[src/rtl/ubxfp_pkg.sv]
// Shared types and constants for the binary frame parser.
package ubxfp_pkg;

	// Sync pattern that opens every frame
	localparam logic [7:0] SYNC_FIRST  = 8'hB5;
	localparam logic [7:0] SYNC_SECOND = 8'h62;

	// Input command codes
	localparam logic CMD_RX   = 1'b0;
	localparam logic CMD_READ = 1'b1;

	// Result kind codes
	localparam logic RK_FRAME = 1'b0;
	localparam logic RK_READ  = 1'b1;

	// Parser phases
	typedef enum logic [3:0] {
		PH_HUNT1,
		PH_HUNT2,
		PH_CLASS,
		PH_ID,
		PH_LEN_LO,
		PH_LEN_HI,
		PH_PAYLOAD,
		PH_CK_A,
		PH_CK_B
	} phase_t;

	// Frame status from the parser to the result path
	typedef struct packed {
		logic       done;       // good frame completes with this transaction
		logic       good_half;  // store half holding the published payload
		logic [7:0] good_class;
		logic [7:0] good_id;
		logic [7:0] rx_class;   // values being published when done is high
		logic [7:0] rx_id;
	} frame_info_t;

endpackage

[src/rtl/ubxfp_ram.sv]
// Generic simple dual-port RAM with registered read data.
module ubxfp_ram #(
	parameter int WIDTH = 8,
	parameter int DEPTH = 512
) (
	input  logic                     clk,
	input  logic                     we,
	input  logic [$clog2(DEPTH)-1:0] waddr,
	input  logic [WIDTH-1:0]         wdata,
	input  logic                     re,
	input  logic [$clog2(DEPTH)-1:0] raddr,
	output logic [WIDTH-1:0]         rdata
);

	logic [WIDTH-1:0] mem [DEPTH];
	logic [WIDTH-1:0] rdata_q;

	// Write port
	always_ff @(posedge clk) begin
		if (we) begin
			mem[waddr] <= wdata;
		end
	end

	// Read port, data held until the next read
	always_ff @(posedge clk) begin
		if (re) begin
			rdata_q <= mem[raddr];
		end
	end

	assign rdata = rdata_q;

endmodule

[src/rtl/ubxfp_parser.sv]
// Frame parse state machine, Fletcher-8 check and payload store write port.
module ubxfp_parser #(
	parameter int MAX_PAYLOAD = 256
) (
	input  logic                                 clk,
	input  logic                                 arst_n,
	input  logic                                 byte_valid,
	input  logic [7:0]                           rx_byte,
	output logic                                 wr_en,
	output logic [$clog2(2*MAX_PAYLOAD)-1:0]     wr_addr,
	output logic [7:0]                           wr_data,
	output ubxfp_pkg::frame_info_t               info,
	output logic [$clog2(MAX_PAYLOAD+1)-1:0]     good_length,
	output logic [$clog2(MAX_PAYLOAD+1)-1:0]     rx_length
);

	import ubxfp_pkg::*;

	localparam int LW = $clog2(MAX_PAYLOAD + 1);
	localparam int AW = $clog2(2 * MAX_PAYLOAD);

	phase_t phase_q, phase_d;

	logic [7:0]    rx_class_q, rx_id_q;
	logic [15:0]   rx_length_q;
	logic [LW-1:0] bytes_q;
	logic [7:0]    sum_a_q, sum_b_q;
	logic          half_q;
	logic [7:0]    good_class_q, good_id_q;
	logic [LW-1:0] good_length_q;

	logic          sum_clr, sum_en, ld_class, ld_id, ld_lo, ld_hi, cnt_clr, cnt_inc, publish;
	logic [15:0]   len_full;
	logic [LW-1:0] cnt_next;
	logic [7:0]    sum_a_next, sum_b_next;

	assign len_full   = {rx_byte, rx_length_q[7:0]};
	assign cnt_next   = bytes_q + LW'(1);
	assign sum_a_next = sum_a_q + rx_byte;
	assign sum_b_next = sum_b_q + sum_a_next;

	// Phase register
	always_ff @(posedge clk or negedge arst_n) begin
		if (!arst_n) begin
			phase_q <= PH_HUNT1;
		end else begin
			phase_q <= phase_d;
		end
	end

	// Next phase and datapath strobes
	always_comb begin
		phase_d  = phase_q;
		wr_en    = 1'b0;
		sum_clr  = 1'b0;
		sum_en   = 1'b0;
		ld_class = 1'b0;
		ld_id    = 1'b0;
		ld_lo    = 1'b0;
		ld_hi    = 1'b0;
		cnt_clr  = 1'b0;
		cnt_inc  = 1'b0;
		publish  = 1'b0;
		if (byte_valid) begin
			unique case (phase_q)
				PH_HUNT1: begin
					if (rx_byte == SYNC_FIRST) phase_d = PH_HUNT2;
				end
				PH_HUNT2: begin
					if (rx_byte == SYNC_SECOND) begin
						sum_clr = 1'b1;
						phase_d = PH_CLASS;
					end else begin
						phase_d = PH_HUNT1;
					end
				end
				PH_CLASS: begin
					ld_class = 1'b1;
					sum_en   = 1'b1;
					phase_d  = PH_ID;
				end
				PH_ID: begin
					ld_id   = 1'b1;
					sum_en  = 1'b1;
					phase_d = PH_LEN_LO;
				end
				PH_LEN_LO: begin
					ld_lo   = 1'b1;
					sum_en  = 1'b1;
					phase_d = PH_LEN_HI;
				end
				PH_LEN_HI: begin
					ld_hi   = 1'b1;
					sum_en  = 1'b1;
					cnt_clr = 1'b1;
					if (len_full > 16'(MAX_PAYLOAD)) begin
						phase_d = PH_HUNT1;
					end else if (len_full == 16'd0) begin
						phase_d = PH_CK_A;
					end else begin
						phase_d = PH_PAYLOAD;
					end
				end
				PH_PAYLOAD: begin
					wr_en   = 1'b1;
					sum_en  = 1'b1;
					cnt_inc = 1'b1;
					if (cnt_next >= rx_length_q[LW-1:0]) phase_d = PH_CK_A;
				end
				PH_CK_A: begin
					phase_d = (rx_byte == sum_a_q) ? PH_CK_B : PH_HUNT1;
				end
				PH_CK_B: begin
					phase_d = PH_HUNT1;
					publish = (rx_byte == sum_b_q);
				end
				default: begin
					phase_d = PH_HUNT1;
				end
			endcase
		end
	end

	// Control state: published half, header of the last good frame, and the header, byte count and checksums in progress
	always_ff @(posedge clk or negedge arst_n) begin
		if (!arst_n) begin
			half_q        <= 1'b0;
			good_class_q  <= '0;
			good_id_q     <= '0;
			good_length_q <= '0;
			rx_class_q    <= '0;
			rx_id_q       <= '0;
			rx_length_q   <= '0;
			bytes_q       <= '0;
			sum_a_q       <= '0;
			sum_b_q       <= '0;
		end else begin
			if (publish) begin
				half_q        <= ~half_q;
				good_class_q  <= rx_class_q;
				good_id_q     <= rx_id_q;
				good_length_q <= rx_length_q[LW-1:0];
			end
			if (ld_class) rx_class_q <= rx_byte;
			if (ld_id) rx_id_q <= rx_byte;
			if (ld_lo) rx_length_q <= {8'h00, rx_byte};
			if (ld_hi) rx_length_q <= len_full;
			if (cnt_clr) begin
				bytes_q <= '0;
			end else if (cnt_inc) begin
				bytes_q <= cnt_next;
			end
			if (sum_clr) begin
				sum_a_q <= '0;
				sum_b_q <= '0;
			end else if (sum_en) begin
				sum_a_q <= sum_a_next;
				sum_b_q <= sum_b_next;
			end
		end
	end

	// Payload goes to the half that is not published
	assign wr_addr = AW'(bytes_q) + (half_q ? AW'(0) : AW'(MAX_PAYLOAD));
	assign wr_data = rx_byte;

	assign info.done       = publish;
	assign info.good_half  = half_q;
	assign info.good_class = good_class_q;
	assign info.good_id    = good_id_q;
	assign info.rx_class   = rx_class_q;
	assign info.rx_id      = rx_id_q;
	assign good_length     = good_length_q;
	assign rx_length       = rx_length_q[LW-1:0];

	// A good frame always swaps the published half
	a_publish_swaps: assert property (@(posedge clk) disable iff (!arst_n)
		publish |=> half_q != $past(half_q))
		else $error("published half did not swap on good frame");

	// Payload writes only reach a length that passed the limit check
	a_write_in_frame: assert property (@(posedge clk) disable iff (!arst_n)
		wr_en |-> (bytes_q < rx_length_q[LW-1:0]) && (rx_length_q <= 16'(MAX_PAYLOAD)))
		else $error("payload write beyond frame length");

	// Checksum B is only entered from checksum A; it may be held while reads go by
	a_ck_b_entry: assert property (@(posedge clk) disable iff (!arst_n)
		$rose(phase_q == PH_CK_B) |-> $past(phase_q) == PH_CK_A)
		else $error("checksum B phase entered out of order");

endmodule

[src/rtl/ubx_frame_parser_core.sv]
// Top level: frame parser, ping-pong payload RAM and two-stage result path.
//
// The block accepts one transaction per cycle while in_ready is high, received byte
// or payload read alike, and each produces its result, if any, through the registered
// read of the payload RAM and stage 1, then the output register. Every transaction
// makes at most one RAM access, a write for a payload byte or a read for a read
// command, so the single write and single read port of the 2*MAX_PAYLOAD byte RAM
// allow one item per cycle when not stalled. Reads go to the published half and
// writes to the other one, so they never meet on an entry. The RAM needs no
// clearing pass after reset; only entries of a checked frame are ever read.
module ubx_frame_parser_core #(
	parameter int MAX_PAYLOAD = 256
) (
	input  logic       clk,
	input  logic       arst_n,
	input  logic       in_valid,
	output logic       in_ready,
	input  logic       command,
	input  logic [7:0] rx_byte,
	input  logic [7:0] read_index,
	output logic       out_valid,
	input  logic       out_ready,
	output logic       result_kind,
	output logic [7:0] frame_class,
	output logic [7:0] frame_id,
	output logic [8:0] frame_length,
	output logic [7:0] read_data
);

	import ubxfp_pkg::*;

	localparam int LW = $clog2(MAX_PAYLOAD + 1);
	localparam int AW = $clog2(2 * MAX_PAYLOAD);
	localparam int CW = (LW > 8) ? LW : 8;

	logic          accept, adv, rd_en, in_range;
	logic          wr_en;
	logic [AW-1:0] wr_addr, rd_addr;
	logic [7:0]    wr_data, ram_rdata;
	frame_info_t   info;
	logic [LW-1:0] good_length, rx_length;

	logic          valid_s1, kind_s1, hit_s1;
	logic [7:0]    class_s1, id_s1;
	logic [LW-1:0] length_s1;

	logic          out_valid_q, out_kind_q;
	logic [7:0]    out_class_q, out_id_q, out_data_q;
	logic [LW-1:0] out_length_q;

	// Handshake: stage 1 moves on whenever the output register is free or drained
	assign adv      = !out_valid_q || out_ready;
	assign in_ready = !valid_s1 || adv;
	assign accept   = in_valid && in_ready;

	ubxfp_parser #(
		.MAX_PAYLOAD(MAX_PAYLOAD)
	) u_parser (
		.clk        (clk),
		.arst_n     (arst_n),
		.byte_valid (accept && (command == CMD_RX)),
		.rx_byte    (rx_byte),
		.wr_en      (wr_en),
		.wr_addr    (wr_addr),
		.wr_data    (wr_data),
		.info       (info),
		.good_length(good_length),
		.rx_length  (rx_length)
	);

	// Read address in the published half
	assign rd_en    = accept && (command == CMD_READ);
	assign rd_addr  = AW'(read_index) + (info.good_half ? AW'(MAX_PAYLOAD) : AW'(0));
	assign in_range = CW'(read_index) < CW'(good_length);

	ubxfp_ram #(
		.WIDTH(8),
		.DEPTH(2 * MAX_PAYLOAD)
	) u_store (
		.clk  (clk),
		.we   (wr_en),
		.waddr(wr_addr),
		.wdata(wr_data),
		.re   (rd_en),
		.raddr(rd_addr),
		.rdata(ram_rdata)
	);

	// Stage 1: header snapshot while the RAM read is in flight
	always_ff @(posedge clk or negedge arst_n) begin
		if (!arst_n) begin
			valid_s1 <= 1'b0;
		end else if (in_ready) begin
			valid_s1 <= accept && ((command == CMD_READ) || info.done);
		end
	end

	always_ff @(posedge clk) begin
		if (accept) begin
			if (command == CMD_READ) begin
				kind_s1   <= RK_READ;
				hit_s1    <= in_range;
				class_s1  <= info.good_class;
				id_s1     <= info.good_id;
				length_s1 <= good_length;
			end else begin
				kind_s1   <= RK_FRAME;
				hit_s1    <= 1'b0;
				class_s1  <= info.rx_class;
				id_s1     <= info.rx_id;
				length_s1 <= rx_length;
			end
		end
	end

	// Output register
	always_ff @(posedge clk or negedge arst_n) begin
		if (!arst_n) begin
			out_valid_q <= 1'b0;
		end else if (adv) begin
			out_valid_q <= valid_s1;
		end
	end

	always_ff @(posedge clk) begin
		if (adv && valid_s1) begin
			out_kind_q   <= kind_s1;
			out_class_q  <= class_s1;
			out_id_q     <= id_s1;
			out_length_q <= length_s1;
			out_data_q   <= hit_s1 ? ram_rdata : 8'h00;
		end
	end

	assign out_valid    = out_valid_q;
	assign result_kind  = out_kind_q;
	assign frame_class  = out_class_q;
	assign frame_id     = out_id_q;
	assign frame_length = 9'(out_length_q);
	assign read_data    = out_data_q;

	// A frame result never carries read data
	a_frame_data_zero: assert property (@(posedge clk) disable iff (!arst_n)
		out_valid_q && (out_kind_q == RK_FRAME) |-> out_data_q == 8'h00)
		else $error("frame result with non-zero read data");

	// RAM is never written and read by the same transaction
	a_one_access: assert property (@(posedge clk) disable iff (!arst_n)
		!(wr_en && rd_en))
		else $error("payload RAM written and read in the same cycle");

	// A stalled stage 1 holds and issues no new read, so RAM data stays valid
	a_s1_hold: assert property (@(posedge clk) disable iff (!arst_n)
		valid_s1 && !adv |=> valid_s1 && $stable(class_s1) && $stable(kind_s1)
			&& $stable(ram_rdata))
		else $error("stage 1 lost its transaction while stalled");

	// An empty output register never blocks input
	a_ready_when_empty: assert property (@(posedge clk) disable iff (!arst_n)
		!out_valid_q |-> in_ready)
		else $error("input stalled with empty output register");

endmodule
[config.mk]
export PLATFORM = sky130hd
export DESIGN_NAME = ubx_frame_parser_core
export DESIGN_NICKNAME = d
export VERILOG_FILES = /design/src/rtl/ubxfp_pkg.sv /design/src/rtl/ubxfp_ram.sv /design/src/rtl/ubxfp_parser.sv /design/src/rtl/ubx_frame_parser_core.sv
export SDC_FILE = /design/constraint.sdc
export NUM_CORES = 2
export LEC_CHECK = 0
export BUFFER_PORTS_ARGS = -buffer_cell sky130_fd_sc_hd__buf_2
export CORE_MARGIN = 5
export CORE_UTILIZATION = 55
export CTS_BUF_LIST = sky130_fd_sc_hd__clkbuf_8 sky130_fd_sc_hd__clkbuf_16
export DETAILED_ROUTE_END_ITERATION = 6
export PLACE_DENSITY = 0.73
export SYNTH_ARGS = -nofsm -noshare
export SYNTH_HDL_FRONTEND = slang
export SYNTH_SLANG_ARGS = --single-unit
[constraint.sdc]
create_clock -name clk -period 2.65 [get_ports clk]
set_input_delay 0.3975 -clock clk [delete_from_list [all_inputs] [get_ports clk]]
set_output_delay 0.3975 -clock clk [all_outputs]
set_load 0.02 [all_outputs]
; ---- After elaboration in Yosys (flattened, before gate mapping)
; Memories as Yosys holds them, arrays and structs flattened. A register that Yosys moved wholly into a read port is not among the register bits.
; Cells that the tools add are included.
[classes]
n_shift = 0
add_sub_neg = 5
mul = 0
bitwise_logic = 3
div = 0
order_cmp = 3
eq_ne = 14
n_reduce_logical = 18
muxes = 40
[op_table]
columns = op, count
row1 = $mux 9, 7
row2 = $mux 8, 6
row3 = $pmux 4 s8, 1
row4 = $mux 1, 21
row5 = $add 8x8->8, 2
row6 = $eq 4x3->1 const B, 4
row7 = $eq 8x8->1, 2
row8 = $gt 16x9->1 const B, 1
row9 = $logic_not 16->1, 1
row10 = $mux 4, 4
row11 = $add 8x9->9, 1
row12 = $add 9x1->9 const B, 1
row13 = $add 9x9->9, 1
row14 = $ge 9x9->1, 1
row15 = $lt 8x9->1, 1
row16 = $eq 4x2->1 const B, 2
row17 = $eq 8x7->1 const B, 1
row18 = $eq 8x8->1 const B, 1
row19 = $reduce_bool 2->1, 3
row20 = $logic_and 1x1->1, 5
row21 = $reduce_or 5->1, 1
row22 = $eq 4x1->1 const B, 1
row23 = $eq 4x4->1 const B, 1
row24 = $logic_not 4->1, 1
row25 = 7 further kinds, 13
[word_totals]
memories = 1
ramBits = 4096
latch_bits = 0
mem_bits_ro = 0
ff_bits = 143
elab_cells = 108
inputBits = 21
[mem_list]
columns = memory, words, width, read_ports, rd_clocked_by_memory_dff, wr, line_no
row1 = u_store.mem, 512, 8, 1, 1, 1, ubxfp_ram.sv:15  ; logic [WIDTH-1:0] mem [DEPTH];

; ---- Logic depth before layout (Yosys ltp)
[depth]
depth_word = 8
depth_mapped = 14
mapped_depth_nobuf = 14

; ---- Hierarchy
; Synthesis repeated with hierarchy kept, for this count alone.
[hier_totals]
hier_cells = 8616
area_unflattened_um2 = 166987.7
[by_module_without_submodules]
columns = module, area_each_um2, n_inst, seq_area_each_um2, cells_each
row1 = ubxfp_ram, 160007.2, 1, 123238.2, 8030
row2 = ubxfp_parser, 4465.5, 1, 2001.9, 450
row3 = ubx_frame_parser_core, 2514.9, 1, 1881.8, 136

; ---- Worst setup path after synthesis
; OpenSTA, ideal clock, no wires.
[synth_timing]
kind = input-to-reg
start = input port rx_byte[0]
end = register u_parser.sum_b_q[7]
path_slack_ns = -0.274
path_stages = 14
path_buffers = 0
t_arrival_ns = 2.848
t_required_ns = 2.573
cell_sequence = ha_1 fa_1 a21o_1 a21oi_1 o21bai_1 a21oi_1 xnor2_1 ha_1 nor2_1 nor2_1 o41a_1 xnor2_1 or4_1 o21ai_1
[synth_via]
elab_chain_cells = 5
word_cells_on_any_way = 9
[synth_lines]
columns = element, line_no
row1 = from (decl), ubx_frame_parser_core.sv:19  ; input logic [7:0] rx_byte,
row2 = branches (longest 5 deep; another with $add 8x8->8), -
row3 = to (signal assigned), ubxfp_parser.sv:158  ; sum_b_q <= sum_b_next;
row4 = to (decl), ubxfp_parser.sv:27  ; logic [7:0] sum_a_q, sum_b_q;
; Parallel ways; which one is timed is not known. The select of a mux whose other input is x is not followed.
; A chain may end at the register's enable or synchronous reset.

; ---- Worst setup path after layout
[layout_timing]
start = register u_parser.sum_a_q[0]
end = register u_parser.sum_b_q[7]
[layout_via]
elab_chain_cells = 4
[layout_lines]
columns = element, line_no
row1 = from (decl), ubxfp_parser.sv:27
row2 = from (signal assigned), ubxfp_parser.sv:157  ; sum_a_q <= sum_a_next;
row3 = $add 8x8->8, ubxfp_parser.sv:39  ; assign sum_a_next = sum_a_q + rx_byte;
row4 = $add 8x8->8, ubxfp_parser.sv:40  ; assign sum_b_next = sum_b_q + sum_a_next;
row5 = $mux 8, ubxfp_parser.sv:156  ; end else if (sum_en) begin
row6 = $mux 8, ubxfp_parser.sv:153  ; if (sum_clr) begin
; No other way between the ends. The select of a mux whose other input is x is not followed.

==> metrics.txt <==
failing checks=setup timing; syn nets=7,945; CP max FO=2; r2r worst-path depth=14; FF+latch area=0.1271 mm2; sequential power share=0.525; R2R setup slack=-0.41 ns; drt drc=0; # IOs=57; Clock Root Buffer=clkbuf_16; dpl ws=-1.101 ns; PwrDens=726.1 mW/mm2; Hold Path Depth=2; Setup CP Type=reg2reg; Hold Crit Class=in2reg; Die W=557.7 um; Die H=557.7 um; Post-synth ARST share=0.01931; RR Startpoint=u_parser.sum_a_q[0]; Post-Synthesis Cells=7,888; ranking of synthesized cells by area=edfxtp_1 (76%), mux4_2 (14%), nor2_1 (1.6%); RSZ-0062 raised after global routing=true; CP Capture Type=register; first-pass GRT wire length=613.9 mm; initial antenna violation count=17; P_int=111.0 mW; Logic pwr share=0.065; Post-synth EDFFs=4,165; post-synthesis cell area=0.1650 mm2; core area=0.2993 mm2; Leak=64.51 nW; initial core utilization=0.5513; Detailed Route WL=425.3 mm; Cell Area, Placed=0.1809 mm2; # fillers=18.70k; Layout Nets=9,208; r2r endpoint=u_parser.sum_b_q[7]; Layout Area Growth over Synthesis=18.32%; DP HPWL=268.5 mm; Sw Ratio=0.2166; Sw Pwr=30.70 mW; Main synth FF type=edfxtp_1; Longest Clk Path Bufs=4; Final Hold Fails=0; Slew HR=0.3013; Yosys warnings=0; share of the synthesized area in the top cell type=0.7581; final instance area=0.1952 mm2; vias in the first global route=87.62k; CTS tree=built; Hold Path Sink=u_store.mem[250][5]; endpoints failing setup=5; GR Overflow Total=0; area of the multi-input gates=0.03640 mm2; worst-margin pin slew=1.048 ns; Placed Cells=12.68k; Tcrit/Tclk final=1.153; Worst-Skew Late Latency=0.98 ns; clk_skew=0.09365 ns; CTS Buf Count=407; Arr. time, crit path=3.94 ns; routed vias=86.32k; delay-heaviest family, CP=adder cells; fin crit period=3.057 ns; Vias per Instance=6.408; WL/cell=31.57 um; drt initial violations=11.90k; Buffers on Ports=56; layout cells sized above 1=0.3450; die area=0.3110 mm2; Clk pin slew, worst setup/hold paths=0.06 ns; CP peak stage delay=0.42 ns; Final GP Congestion=0.9398; Crit-path slowest cell=or4_1; Seq cells post-synth=4,247; Post-synth top cells=edfxtp_1 (4,165), mux4_2 (1,025), nor2_1 (710); total track usage=0.2720; max-slew violations=0; sequential area share after synthesis=0.7705; final cell count without fillers=13.47k; largest net degree at the start of global routing=177; Critical path buffers and inverters=0; Setup crit start kind=register; critical path, cell by cell=ha_2 -> fa_2 -> a21o_1 -> a21oi_2 -> o21bai_1 -> a21oi_2 -> xnor2_2 -> ha_2 -> nor2_2 -> nor2_1 -> o41a_1 -> xnor2_1 -> or4_1 -> o21ai_1; Worst IR Drop VDD=0.6930 mV; Sink Count=4,247; CP Depth=14; final setup margin=-0.4068 ns; Critical Path RT=3.53 ns; # rows=201; router iterations before antenna repair=7; Fmax=327.1 MHz; leading area contributor after synthesis=edfxtp_1; post-synthesis cell type count=54; syn_area_per_cell=20.92 um2; clock share of power=0.410; post-route ant nets=0; CTS H-Tree Depth=5; status=finished, violations left; Max Cap Viol=0; worst hold start=rx_byte[5]; top-count cell post-synth=edfxtp_1
==> state kept, by name, indices dropped and copies added, names as in the netlist, 9 cells and up <==
| name | count |
|---|---|
| u_parser.bytes_q | 9 |
| u_parser.good_length | 9 |
| frame_length | 9 |
| u_parser.rx_length_q | 9 |
| u_store.mem | 4096 |
| length_s1 | 9 |
==> what timing repair did <==
item                                    in CTS  in global routing
buffers inserted                             6                  6
hold endpoints to repair                   100                  0
resized for setup                           59                 60
endpoints found under the setup margin     606                537
hold buffers                                 8                  0
pin swaps                                   16                 13
cloned                                       1                  6
==> placed cells by master, fill, tap and decap left out, types with 101 or more instances in the layout <==
| cell type | synthesis | final |
|---|---|---|
| edfxtp_1 | 4165 | 4165 |
| mux4_2 | 1025 | 1025 |
| buf_4 | 93 | 1013 |
| nor2_1 | 710 | 517 |
| clkbuf_16 | 0 | 417 |
| mux2i_1 | 250 | 250 |
| buf_12 | 0 | 239 |
| o21ai_0 | 224 | 219 |
| nor2_2 | 1 | 179 |
| nand2_1 | 195 | 177 |
| a21oi_1 | 134 | 127 |
| inv_1 | 28 | 109 |
| nand3_1 | 107 | 103 |
| clkinv_1 | 0 | 102 |
| o22ai_1 | 107 | 101 |
==> layer usage <==
metal  global-route usage  up-vias  part of all wire
li1                     -    35054                 -
met2               0.4211     5340              0.47
met4              0.09667        4             0.040
met5                    0        -          0.000080
met1               0.3809    45168              0.37
met3              0.07120      755              0.12
==> layout make-up <==
cell class	count	share of cell area
antenna	10	0.0001282
clock buffer	418	0.05330
clock inverter	343	0.01580
inverter	28	0.0005897
multi-input combinational	3140	0.1865
sequential	4247	0.6513
tap	3958	0.02537
timing repair buffer	1327	0.06709
==> how the worst max path moves through the flow <==
stage | start | end | slack (ns)
after floorplan | rx_byte[0] | u_parser.sum_b_q[7] | -0.20
after global placement | read_index[0] | u_store.rdata[6] | -1.17
after detailed placement | read_index[0] | u_store.rdata[6] | -1.10
after CTS | u_parser.sum_a_q[0] | u_parser.sum_b_q[7] | -0.42
after global routing | u_parser.sum_a_q[0] | u_parser.sum_b_q[7] | -0.55
final | u_parser.sum_a_q[0] | u_parser.sum_b_q[7] | -0.41
==> cells by family (layout without fill, tap and decap cells) <==
logic type      after synthesis  in the layout  synth area share
fa+ha+maj                    36             36          0.002821
compound gates              580            580           0.02060
other cells                   0             10                 0
mux                        1367           1367            0.1614
xor+xnor                     28             28          0.001486
simple gates               1127           1129           0.02819
flops                      4247           4247            0.7705
buf+inv                     503           2116           0.01501
==> power by group through the flow <==
stage | sequential, mW | combinational (mW) | clock (mW)
2_1_floorplan | 75.8 | 4.55 | 0
3_3_place_gp | 75.8 | 8.58 | 0
3_5_place_dp | 75.8 | 8.74 | 0
4_1_cts | 74.4 | 9.00 | 58.7
5_1_grt | 74.4 | 9.81 | 61.8
6_report | 74.4 | 9.26 | 58.1
==> through the flow <==
stage | hold WS, ns | setup TNS [ns] | power [mW] | util
after CTS | 0.009030 | -0.4304 | 142.1 | 0.6507
after detailed placement | 0.2209 | -116.45 | 84.55 | 0.6044
after global routing | 0.03032 | -0.9072 | 146.0 | 0.6522
final | 0.08639 | -0.6171 | 141.7 | 0.6522
after floorplan | 0.1019 | -146.98 | 80.31 | -
after global placement | 0.2201 | -53.43 | 84.37 | 0.6044
Power figures use the tool's default switching activity.
